## config.mk

```make
export PLATFORM = sky130hd
export DESIGN_NAME = pims_fifo
export DESIGN_NICKNAME = d
export VERILOG_FILES = /design/src/rtl/core/pims_pkg.sv /design/src/rtl/core/pims_fifo.sv
export SDC_FILE = /design/constraint.sdc
export NUM_CORES = 1
export LEC_CHECK = 0
export BUFFER_PORTS_ARGS = -buffer_cell sky130_fd_sc_hd__clkbuf_2
export CORE_MARGIN = 2
export CORE_UTILIZATION = 50
export DETAILED_ROUTE_END_ITERATION = 7
export PLACE_DENSITY = 0.79
export SETUP_SLACK_MARGIN = 0.1
export SYNTH_ARGS = -nofsm -noshare
export SYNTH_HDL_FRONTEND = slang
export SYNTH_SLANG_ARGS = --single-unit
```

## constraint.sdc

```tcl
create_clock -name clk -period 5.9 [get_ports clk]
set_input_delay 1.18 -clock clk [delete_from_list [all_inputs] [get_ports clk]]
set_output_delay 1.18 -clock clk [all_outputs]
set_load 0.005 [all_outputs]
```

## src/rtl/core/pims_pkg.sv

```systemverilog
`timescale 1ns / 1ps

package pims_pkg;

    localparam int ONE_Q16 = 65536;
    localparam int FRAC_W = 16;
    localparam int DIV_W = 35;
    localparam int QUEUE_DEPTH_DEF = 2;

    localparam int CFG_IDX_W = 3;
    localparam int CFG_DATA_W = 16;

    localparam logic [CFG_IDX_W-1:0] REG_MIN_IOU          = 3'd0;
    localparam logic [CFG_IDX_W-1:0] REG_SHAPE_CHECK_IOU  = 3'd1;
    localparam logic [CFG_IDX_W-1:0] REG_AREA_RATIO_LIMIT = 3'd2;
    localparam logic [CFG_IDX_W-1:0] REG_DEPTH_SCALE      = 3'd3;
    localparam logic [CFG_IDX_W-1:0] REG_VEHICLE_WEIGHT   = 3'd4;
    localparam logic [CFG_IDX_W-1:0] REG_OTHER_WEIGHT     = 3'd5;

    localparam logic KIND_LOAD  = 1'b0;
    localparam logic KIND_SCORE = 1'b1;

    typedef struct packed {
        logic [15:0] min_iou;
        logic [15:0] shape_check_iou;
        logic [15:0] area_ratio_limit;
        logic [15:0] depth_scale;
        logic [15:0] vehicle_weight;
        logic [15:0] other_weight;
    } cfg_t;

    localparam cfg_t CFG_RESET = '{
        min_iou:          16'd6554,
        shape_check_iou:  16'd19661,
        area_ratio_limit: 16'd512,
        depth_scale:      16'd2000,
        vehicle_weight:   16'd9830,
        other_weight:     16'd3277
    };

    // Geometry of one measurement against the tracker, ready for the divider.
    typedef struct packed {
        logic [32:0]        inter;
        logic signed [35:0] uni;
        logic [17:0]        depth_gap;
        logic               vehicle;
        logic               ratio_hit;
    } pair_t;

    typedef struct packed {
        logic             start;
        logic [DIV_W-1:0] num;
        logic [DIV_W-1:0] den;
    } div_req_t;

    typedef struct packed {
        logic        done;
        logic [16:0] quo;
    } div_rsp_t;

    typedef enum logic [2:0] {
        B_IDLE,
        B_IOU,
        B_GATE,
        B_SCORE,
        B_PROX,
        B_MUL,
        B_OUT
    } back_state_t;

endpackage

```

## src/rtl/core/pims_fifo.sv

```systemverilog
`timescale 1ns / 1ps

module pims_fifo #(
    parameter int DEPTH = pims_pkg::QUEUE_DEPTH_DEF
) (
    input  logic            clk,
    input  logic            rst_n,
    input  logic            push,
    input  pims_pkg::pair_t wr_entry,
    output logic            full,
    output logic            valid,
    output pims_pkg::pair_t head,
    input  logic            pop
);
    import pims_pkg::*;

    localparam int PW = $clog2(DEPTH);
    localparam int CW = $clog2(DEPTH + 1);

    pair_t           mem_reg [DEPTH];
    logic [PW-1:0]   wr_ptr_reg;
    logic [PW-1:0]   rd_ptr_reg;
    logic [CW-1:0]   count_reg;
    logic [PW-1:0]   wr_ptr_next;
    logic [PW-1:0]   rd_ptr_next;
    logic [CW-1:0]   count_next;

    assign full  = count_reg == CW'(DEPTH);
    assign valid = count_reg != '0;
    assign head  = mem_reg[rd_ptr_reg];

    always_comb
    begin
        wr_ptr_next = wr_ptr_reg;
        rd_ptr_next = rd_ptr_reg;
        count_next  = count_reg;
        if (push)
        begin
            wr_ptr_next = (wr_ptr_reg == PW'(DEPTH - 1)) ? '0 : wr_ptr_reg + 1'b1;
        end
        if (pop)
        begin
            rd_ptr_next = (rd_ptr_reg == PW'(DEPTH - 1)) ? '0 : rd_ptr_reg + 1'b1;
        end
        unique case ({push, pop})
            2'b10:   count_next = count_reg + 1'b1;
            2'b01:   count_next = count_reg - 1'b1;
            default: count_next = count_reg;
        endcase
    end

    always_ff @(posedge clk or negedge rst_n)
    begin
        if (!rst_n)
        begin
            wr_ptr_reg <= '0;
            rd_ptr_reg <= '0;
            count_reg  <= '0;
        end
        else
        begin
            wr_ptr_reg <= wr_ptr_next;
            rd_ptr_reg <= rd_ptr_next;
            count_reg  <= count_next;
        end
    end

    always_ff @(posedge clk)
    begin
        if (push)
        begin
            mem_reg[wr_ptr_reg] <= wr_entry;
        end
    end

endmodule

```

==> results.toml <==
[outcome]
status = "finished, final reports clean"

[routing]
drtPass1Iterations = 4
drc = 0
drt_iter0_markers = 308
avgRoutedWirePerCell_um = 17.05
num_vias = 3348
routed_wl_um = 11560
vias_per_cell = 4.938
ant_nets = 0

[die]
fp.dieArea_um2 = 14280
chipWidth_um = 119.5
io-pin-count = 184
die_h_um = 119.5
start_util_pct = 50.76
fp-row-count = 42
core_area_um2 = 13140

[synth]
yosys_register_bits = 182
yosys.area.top_type_share_pct = 80.15
synth-simple-area-share_pct = 0.3940
yosysWarnings = 0
synth_top_family_by_area = "multiplexers"
synth-compound-area-share_pct = 0
muxShareOfSynthArea_pct = 15.03
synth_adder_area_share_pct = 0.1876
yosys.area.top_type = "edfxtp_1"
avgSynthCellArea_um2 = 22.76
synth.distinct_cells = 13
syn_nets = 387
yosys-top-cells-area = "edfxtp_1 80%, mux2_2 15%, clkbuf_8 1.9%"
syn_area_um2 = 6669
yosysSeqAreaShare_pct = 81.65
synth_cells = 293
synth_xor_area_share_pct = 0.6567

[power]
peakVddDrop_mv = 0.2714
p_leak_nw = 3.155
power_mw = 3.817
powerDensity_nw_per_um2 = 461.2

[timing]
clock_skew_ps = 7.031
rsz0062_at_grt = "false"
fin_crit_ps = 3420
setup_tns_ps = 0
maxSlewHeadroom_pct = 20.11
fin_ws_ps = 2480
finalMaxSlewViolations = 0
finalSetupViolCount = 0
period_share_pct = 57.97
tightestPinTransition_ps = 1198
fmax_mhz = 292.4
timing_hold_violations_final = 0

[finish]
final_layout_size_suffix_gt1_share_pct = 62.08
layout.nets = 582
area_delta_synth_final_pct = 24.11
layout_commonest_cell = "clkbuf_2"
layout_common_cells = "183 x clkbuf_2, 178 x edfxtp_1, 89 x mux2_2"
largest_reg_flops = 178

[worst_setup_path]
crit_path_end_kind = "output pin"
reg2reg_from = "wr_ptr_reg"
r2r_cells = 2
cp_max_fo = 90
worstSetupPathType = "flop to output pin"
cp_slowest_stage_delay_ps = 1220
worstPathRequired_ps = 4720
cp_cell_sequence = "mux2_2 -> clkbuf_2"
startpoint_type = "flop"
critPathBufInv = 1
r2r_end = "mem_reg[1][72]"
r2r_slack_ps = 3860
worstPathArrival_ps = 2240
crit_slowest_cell = "dfrtp_4"
crit_family = "flip-flops"

[global_route]
grt_pass1_vias = 3537
grtUsageTotal_pct = 16.74
grt_pass1_wl_um = 17880
grt_max_degree = 91
grt_overflow = 0
antenna_found_initial = 1

[placed_design]
dp_slack_ps = 2929
dp_hpwl_um = 7616
place_congestion = 0.6867
portBuffers = 183

[min_path]
hold-path-cell-count = 1
min_delay_worst_endpoint = "count_reg[1]"
hold_start = "count_reg[1]"
hold_class = "flop to flop"

[flow_run]
maxCapViolCount = 0

[cts]
holdBufCountCts = 0
cts_buffer_depth = 2
cts_resized = 0
htreeDepth = 4
cts_tree = "done"
clock_sinks = 182
cts_root_buf = "clkbuf_16"
post-cts-setup-buffer-count = 0
cts_buffers = 17
clk_latency_ps = 410
clk_pin_slew_ps = 60
-- synthesized netlist by cell type (all sizes together) --
cell / instances
ha: 1
clkbuf: 9
xnor2: 2
mux2: 89
nor2b: 1
nor2: 2
inv: 1
xor2: 3
and2: 1
buf: 1
dfrtp: 4
or2: 1
edfxtp: 178
-- where the power goes --
part           internal, mW  switching [mW]  total (mW)
Clock                 0.612           0.448        1.06
Sequential             1.72           0.182        1.90
Combinational         0.491           0.367       0.859
Total                  2.82           0.997        3.82
-- worst reg2reg max path: cells and delay by family (launching register included) --
family / cells / cell delay, ps
flops: 1 / 430
buf+inv: 1 / 660
simple gates: 1 / 530
-- layout make-up --
| type | count | area [um^2] |
|---|---|---|
| multi-input combinational | 100 | 1095 |
| inverter | 1 | 3.754 |
| sequential | 182 | 5449 |
| tap | 176 | 220.2 |
| clock buffer | 20 | 466.7 |
| antenna | 1 | 2.502 |
| clock inverter | 12 | 101.3 |
| fill | 942 | 4861 |
| timing repair buffer | 186 | 938.4 |
-- routing by layer --
metal,global-route usage [%],vias up,part of all wire [%]
met5,0,-,0
met4,6.618,0,1.6
met3,6.084,15,7.4
met2,27.68,115,52
met1,20.11,1665,39
li1,-,1553,-
-- worst max-delay path by stage --
stage,from,end,slack (ps),cells after the start
floorplan,push,mem_reg[0][0],390,2
global placement,rd_ptr_reg,head[48],2940,2
detailed placement,rd_ptr_reg,head[48],2930,2
CTS,rd_ptr_reg,head[38],2460,2
global route,rd_ptr_reg,head[50],2360,2
finish,rd_ptr_reg,head[38],2480,2
-- kinds of logic after synthesis --
family                   Yosys count
flip-flops                       182
multiplexers                      89
buffers and inverters             11
XOR/XNOR                           5
AND/OR/NAND/NOR                    5
adder cells (fa/ha/maj)            1
-- through the flow --
step | hold slack (ps) | instances | utilization, % | area (um^2)
CTS | 514.7 | 677 | 62.98 | 8274
global placement | 466.9 | 645 | 58.66 | 7706
finish | 510.1 | 678 | 63.00 | 8277
detailed placement | 496.8 | 645 | 58.66 | 7706
floorplan | 447.4 | 293 | - | 6669
global route | 518.2 | 677 | 62.98 | 8274
(Power assumes the default switching activity.)
