--- config.mk ---
export PLATFORM = sky130hd
export DESIGN_NAME = pims_div
export DESIGN_NICKNAME = d
export VERILOG_FILES = /design/src/rtl/core/pims_pkg.sv /design/src/rtl/core/pims_div.sv
export SDC_FILE = /design/constraint.sdc
export NUM_CORES = 1
export LEC_CHECK = 0
export BUFFER_PORTS_ARGS = -buffer_cell sky130_fd_sc_hd__buf_2
export CAP_MARGIN = 25
export CORE_ASPECT_RATIO = 0.9
export CORE_MARGIN = 3
export CORE_UTILIZATION = 59
export CTS_CLUSTER_DIAMETER = 80
export DETAILED_ROUTE_END_ITERATION = 10
export PLACE_DENSITY_LB_ADDON = 0.3
export SETUP_SLACK_MARGIN = 0.15
export SLEW_MARGIN = 5
export SYNTH_ARGS = -nofsm -noshare
export SYNTH_HDL_FRONTEND = slang
export SYNTH_SLANG_ARGS = --single-unit
export TNS_END_PERCENT = 1
--- constraint.sdc ---
create_clock -name clk -period 4 [get_ports clk]
set_clock_uncertainty 0.2 [all_clocks]
set_input_delay 0.2 -clock clk [delete_from_list [all_inputs] [get_ports clk]]
set_output_delay 0.2 -clock clk [all_outputs]
set_load 0.05 [all_outputs]
--- src/rtl/core/pims_pkg.sv ---
`timescale 1ns / 1ps

package pims_pkg;

    localparam int ONE_Q16 = 65536;
    localparam int FRAC_W = 16;
    localparam int DIV_W = 35;
    localparam int QUEUE_DEPTH_DEF = 2;

    localparam int CFG_IDX_W = 3;
    localparam int CFG_DATA_W = 16;

    localparam logic [CFG_IDX_W-1:0] REG_MIN_IOU          = 3'd0;
    localparam logic [CFG_IDX_W-1:0] REG_SHAPE_CHECK_IOU  = 3'd1;
    localparam logic [CFG_IDX_W-1:0] REG_AREA_RATIO_LIMIT = 3'd2;
    localparam logic [CFG_IDX_W-1:0] REG_DEPTH_SCALE      = 3'd3;
    localparam logic [CFG_IDX_W-1:0] REG_VEHICLE_WEIGHT   = 3'd4;
    localparam logic [CFG_IDX_W-1:0] REG_OTHER_WEIGHT     = 3'd5;

    localparam logic KIND_LOAD  = 1'b0;
    localparam logic KIND_SCORE = 1'b1;

    typedef struct packed {
        logic [15:0] min_iou;
        logic [15:0] shape_check_iou;
        logic [15:0] area_ratio_limit;
        logic [15:0] depth_scale;
        logic [15:0] vehicle_weight;
        logic [15:0] other_weight;
    } cfg_t;

    localparam cfg_t CFG_RESET = '{
        min_iou:          16'd6554,
        shape_check_iou:  16'd19661,
        area_ratio_limit: 16'd512,
        depth_scale:      16'd2000,
        vehicle_weight:   16'd9830,
        other_weight:     16'd3277
    };

    // Geometry of one measurement against the tracker, ready for the divider.
    typedef struct packed {
        logic [32:0]        inter;
        logic signed [35:0] uni;
        logic [17:0]        depth_gap;
        logic               vehicle;
        logic               ratio_hit;
    } pair_t;

    typedef struct packed {
        logic             start;
        logic [DIV_W-1:0] num;
        logic [DIV_W-1:0] den;
    } div_req_t;

    typedef struct packed {
        logic        done;
        logic [16:0] quo;
    } div_rsp_t;

    typedef enum logic [2:0] {
        B_IDLE,
        B_IOU,
        B_GATE,
        B_SCORE,
        B_PROX,
        B_MUL,
        B_OUT
    } back_state_t;

endpackage

--- src/rtl/core/pims_div.sv ---
`timescale 1ns / 1ps

module pims_div (
    input  logic               clk,
    input  logic               rst_n,
    input  pims_pkg::div_req_t req,
    output pims_pkg::div_rsp_t rsp
);
    import pims_pkg::*;

    localparam int CNT_W = $clog2(FRAC_W + 1);

    logic [DIV_W-1:0]  rem_reg;
    logic [DIV_W-1:0]  den_reg;
    logic [FRAC_W-1:0] quo_reg;
    logic              sat_reg;
    logic [CNT_W-1:0]  cnt_reg;
    logic              run_reg;

    logic [DIV_W:0] shifted;
    logic [DIV_W:0] diff;
    logic           fits;

    // One quotient bit per cycle; a numerator not below the divisor saturates to one.
    assign shifted = {rem_reg, 1'b0};
    assign diff    = shifted - {1'b0, den_reg};
    assign fits    = shifted >= {1'b0, den_reg};

    always_ff @(posedge clk or negedge rst_n)
    begin
        if (!rst_n)
        begin
            run_reg <= 1'b0;
            cnt_reg <= '0;
        end
        else if (req.start)
        begin
            run_reg <= 1'b1;
            cnt_reg <= CNT_W'(FRAC_W);
        end
        else if (run_reg && (cnt_reg != '0))
        begin
            cnt_reg <= cnt_reg - 1'b1;
        end
        else if (run_reg)
        begin
            run_reg <= 1'b0;
        end
    end

    always_ff @(posedge clk)
    begin
        if (req.start)
        begin
            rem_reg <= req.num;
            den_reg <= req.den;
            quo_reg <= '0;
            sat_reg <= req.num >= req.den;
        end
        else if (run_reg && (cnt_reg != '0))
        begin
            rem_reg <= fits ? diff[DIV_W-1:0] : shifted[DIV_W-1:0];
            quo_reg <= {quo_reg[FRAC_W-2:0], fits};
        end
    end

    assign rsp.done = run_reg && (cnt_reg == '0);
    assign rsp.quo  = sat_reg ? 17'(ONE_Q16) : {1'b0, quo_reg};

endmodule

==> qor.txt <==
DRT
----------------------------------------------------------------------------------------------------
Final WL                                                                                    16600 um
Number of detailed-route iterations in the first pass                                              6
Post-detailed-route DRC marker count                                                               0
Residual antenna-violating net count after detailed routing                                        0
Initial DRC Count                                                                                499
Wirelength per Cell                                                                          16.1 um
Vias after detailed routing                                                                     5922
Routed via count divided by cell count                                                          5.74

WORST SETUP PATH
----------------------------------------------------------------------------------------------------
Crit Reg-Reg Startpoint                                                                   rem_reg[0]
Kind of start point of the critical path                                                    register
Data required time of the worst path                                                         3910 ps
Critical Path Source                                                                      rem_reg[0]
Crit path DAT                                                                                3650 ps
Crit Path Class                                                                              reg2reg
Type of destination of the critical path                                                    register
Maximum fanout along the worst path                                                               20

SYNTH
----------------------------------------------------------------------------------------------------
Count of flip-flops with a built-in enable after synthesis                                        71
Portion of the post-synthesis area used by sequential elements                                 38.6%
Number of synthesis warnings                                                                       0
Fraction of registers with async set/reset                                                     6.45%
Post-synthesis instance area                                                              6740 sq um
Distinct cell type count of the synthesized netlist                                               59
Post-synthesis sequential element count                                                           93
Post-Syn Instances                                                                               727
Syn_area_per_cell                                                                         9.27 sq um
Leading register cell type out of synthesis                                             sky130_fd_sc_hd__edfxtp_1
Net count of the mapped netlist                                                                  873

CLOCKING
----------------------------------------------------------------------------------------------------
Clock-pin slew reported for the worst setup and hold paths after clock tree synthesis          70 ps
Clock insertion delay at the later pin of the skew report                                     350 ps
Clock net sink count                                                                              93
Clock tree from TritonCTS                                                                      built
CTS buffer count                                                                                   9
Count of cells resized by post-cts repair                                                          0
Post-CTS repair timing setup buffer count                                                          0
Buffer type at the clock tree root                                                      sky130_fd_sc_hd__clkbuf_16
Maximum level of the CTS H-tree                                                                    3
Maximum clock path buffer count                                                                    2

LAYOUT
----------------------------------------------------------------------------------------------------
Area taken by flip-flops and latches                                                      2600 sq um
Fillcell total                                                                                   784
Layout net count                                                                                1020
# diodes                                                                                           0
Most frequent cells in the layout                                                       sky130_fd_sc_hd__buf_2, sky130_fd_sc_hd__a21oi_1, sky130_fd_sc_hd__inv_1, sky130_fd_sc_hd__ha_1, sky130_fd_sc_hd__edfxtp_1
Post-route cell area                                                                      8300 sq um
Commonest non-fill, non-tap cell in the layout                                          sky130_fd_sc_hd__buf_2
Final cell count without fillers                                                                1031
Share of layout cells above drive strength 1                                                   16.3%
Area of combinational cells with multiple inputs                                          3710 sq um
Area added between synthesis and finish                                                        23.2%

STA
----------------------------------------------------------------------------------------------------
Min cycle time layout                                                                        3740 ps
Worst hold margin                                                                            14.0 ps
Transition time of the tightest slew-check pin                                                897 ps
Total of endpoints with negative setup slack in the final report                                   0
Headroom to the max-slew limit                                                                 40.2%
RSZ-0062 raised after global routing                                                             yes
Fin. Hold Viols                                                                                    0
Maximum clock rate                                                                           268 MHz
Final slew viol count                                                                              0
Tcrit/Tclk final                                                                               93.4%
Total Negative Setup Slacks                                                                     0 ps

POWER AND IR DROP
----------------------------------------------------------------------------------------------------
Internal power contribution                                                                0.00322 W
Maximum ir drop on the vdd rail                                                             0.426 mV
Total power                                                                                0.00549 W
Switching power                                                                            0.00227 W
Logic pwr share                                                                                55.5%
Clk pwr share                                                                                  16.1%
Leakage component of the power                                                               3.76 nW
Power per cell area                                                                      661 nW/um^2
Sequential share of power                                                                      28.4%
Switch share                                                                                   41.3%

GRT
----------------------------------------------------------------------------------------------------
Initial antenna violation count                                                                    0
First-pass GRT wire length                                                                  27400 um
Residual overflow from global routing                                                              0
Global-route usage over all layers                                                             26.5%
Vias in the first global route                                                                  5893
Pin count of the biggest net entering global routing                                              82

PLACEMENT
----------------------------------------------------------------------------------------------------
Placement-stage cell area                                                                 7320 sq um
Number of buffers inserted by port buffering                                                      90
HPWL after detailed placement                                                               11500 um
RD Place Congestion                                                                            0.888
Placed insts                                                                                     947

FLOORPLAN
----------------------------------------------------------------------------------------------------
Area of the core                                                                         11000 sq um
Chip width                                                                                    119 um
Die span in y                                                                                 107 um
Full die area                                                                            12700 sq um
Initial Utilization                                                                            61.3%
Core Rows                                                                                         36
Num ports                                                                                         91

STATUS
----------------------------------------------------------------------------------------------------
Outcome                                                                                    completed

HOLD PATH
----------------------------------------------------------------------------------------------------
Hold Path Origin                                                                             req[62]
Hold WC Path Type                                                                             in2reg

RUN
----------------------------------------------------------------------------------------------------
Max-capacitance violation count                                                                    0

-- power by group through the flow --
stage / logic, W / clock network, W / registers [W]
global route: 0.00336 / 0.000936 / 0.00159
finish: 0.00304 / 0.000884 / 0.00156
global placement: 0.00281 / 0 / 0.00156
floorplan: 0.00232 / 0 / 0.00152
CTS: 0.00300 / 0.000899 / 0.00156
detailed placement: 0.00290 / 0 / 0.00156
-- worst max-delay path, stage by stage, from the launching register on --
cell,delay (ps)
sky130_fd_sc_hd__edfxtp_1,450
sky130_fd_sc_hd__fa_1,520
sky130_fd_sc_hd__a211o_1,330
sky130_fd_sc_hd__a21oi_2,180
sky130_fd_sc_hd__a211oi_1,120
sky130_fd_sc_hd__or3_1,490
sky130_fd_sc_hd__o211ai_2,200
sky130_fd_sc_hd__nand3_2,210
sky130_fd_sc_hd__buf_12,230
sky130_fd_sc_hd__mux2_4,290
sky130_fd_sc_hd__mux2_2,250
-- cell usage after synthesis (2+ instances only) --
cell type | number | area [sq um]
sky130_fd_sc_hd__and3_1 | 3 | 18.8
sky130_fd_sc_hd__nor3_1 | 5 | 25.0
sky130_fd_sc_hd__edfxtp_1 | 71 | 2130
sky130_fd_sc_hd__a21oi_1 | 88 | 440
sky130_fd_sc_hd__nor2b_1 | 25 | 156
sky130_fd_sc_hd__xor2_1 | 15 | 131
sky130_fd_sc_hd__clkbuf_1 | 21 | 78.8
sky130_fd_sc_hd__mux2_4 | 2 | 30.0
sky130_fd_sc_hd__o22a_1 | 2 | 17.5
sky130_fd_sc_hd__o211a_1 | 2 | 20.0
sky130_fd_sc_hd__ha_1 | 72 | 901
sky130_fd_sc_hd__a221o_1 | 5 | 50.1
sky130_fd_sc_hd__buf_2 | 5 | 25.0
sky130_fd_sc_hd__nor3b_1 | 8 | 60.1
sky130_fd_sc_hd__nor4_1 | 9 | 56.3
sky130_fd_sc_hd__or2_2 | 4 | 25.0
sky130_fd_sc_hd__nor2_1 | 40 | 150
sky130_fd_sc_hd__nand2_1 | 62 | 233
sky130_fd_sc_hd__o21ai_1 | 2 | 10.0
sky130_fd_sc_hd__nand2b_1 | 7 | 43.8
sky130_fd_sc_hd__o21ai_0 | 27 | 135
sky130_fd_sc_hd__o211ai_1 | 4 | 30.0
sky130_fd_sc_hd__nand3_1 | 9 | 45.0
sky130_fd_sc_hd__o21bai_1 | 6 | 45.0
sky130_fd_sc_hd__a211o_1 | 3 | 26.3
sky130_fd_sc_hd__a21o_1 | 22 | 165
sky130_fd_sc_hd__xnor2_1 | 18 | 158
sky130_fd_sc_hd__nand4_1 | 15 | 93.8
sky130_fd_sc_hd__dfxtp_1 | 16 | 320
sky130_fd_sc_hd__o2111ai_1 | 2 | 17.5
sky130_fd_sc_hd__a2111oi_0 | 3 | 26.3
sky130_fd_sc_hd__or3_1 | 3 | 18.8
sky130_fd_sc_hd__a211oi_1 | 8 | 60.1
sky130_fd_sc_hd__o21a_1 | 5 | 37.5
sky130_fd_sc_hd__and4_1 | 2 | 17.5
sky130_fd_sc_hd__mux2_2 | 21 | 236
sky130_fd_sc_hd__inv_1 | 80 | 300
sky130_fd_sc_hd__a31oi_1 | 4 | 25.0
sky130_fd_sc_hd__dfrtp_1 | 6 | 150
sky130_fd_sc_hd__o31ai_1 | 6 | 45.0
-- per-stage QoR --
stage	setup WS (ps)	utilization [%]
floorplan	637	-
global placement	428	66.6
detailed placement	316	66.6
CTS	290	75.5
global route	136	75.5
finish	263	75.5
-- final timing paths --
| check | cells past startpoint | slack (ps) | endpoint |
|---|---|---|---|
| worst max-delay path | 10 | 260 | rem_reg[6] |
| worst min-delay path | 3 | 10 | rem_reg[27] |
| worst max register to register | 10 | 260 | rem_reg[6] |
| worst min register to register | 2 | 270 | quo_reg[8] |
| max in group asynchronous | 3 | 2780 | run_reg |
| min in group asynchronous | 3 | 590 | cnt_reg[4] |
-- metal layers --
layer	share of wire, %	wire length [um]	up-vias	track usage, %
li1	-	-	2908	-
met1	44	7290	2783	33.3
met2	49	8140	200	46.2
met3	4.8	794	31	5.20
met4	2.2	363	0	8.68
met5	0	0	-	0
-- layout make-up --
| cell class | count | area share, % |
|---|---|---|
| clock inverter | 4 | 0.678 |
| multi-input combinational | 525 | 44.7 |
| sequential | 93 | 31.3 |
| timing repair buffer | 165 | 14.4 |
| inverter | 80 | 3.62 |
| clock buffer | 12 | 2.97 |
| tap | 152 | 2.29 |
-- logic make-up (layout without fill, tap and decap cells) --
group,after synthesis,after routing,synth area share [%]
AOI/OAI and AO/OA,199,199,18.5
DFF,93,93,38.6
buffers and inverters,109,261,6.33
xor gates and xnor gates,33,33,4.29
adders and majority gates,73,73,13.7
and+or+nand+nor,196,196,14.5
muxes,24,24,4.10
-- repair_timing --
action,in CTS,in global routing
endpoints found under the setup margin,0,3
hold buffers,68,0
hold endpoints to repair,72,0
Note: power is estimated with default switching activity, not from simulation.
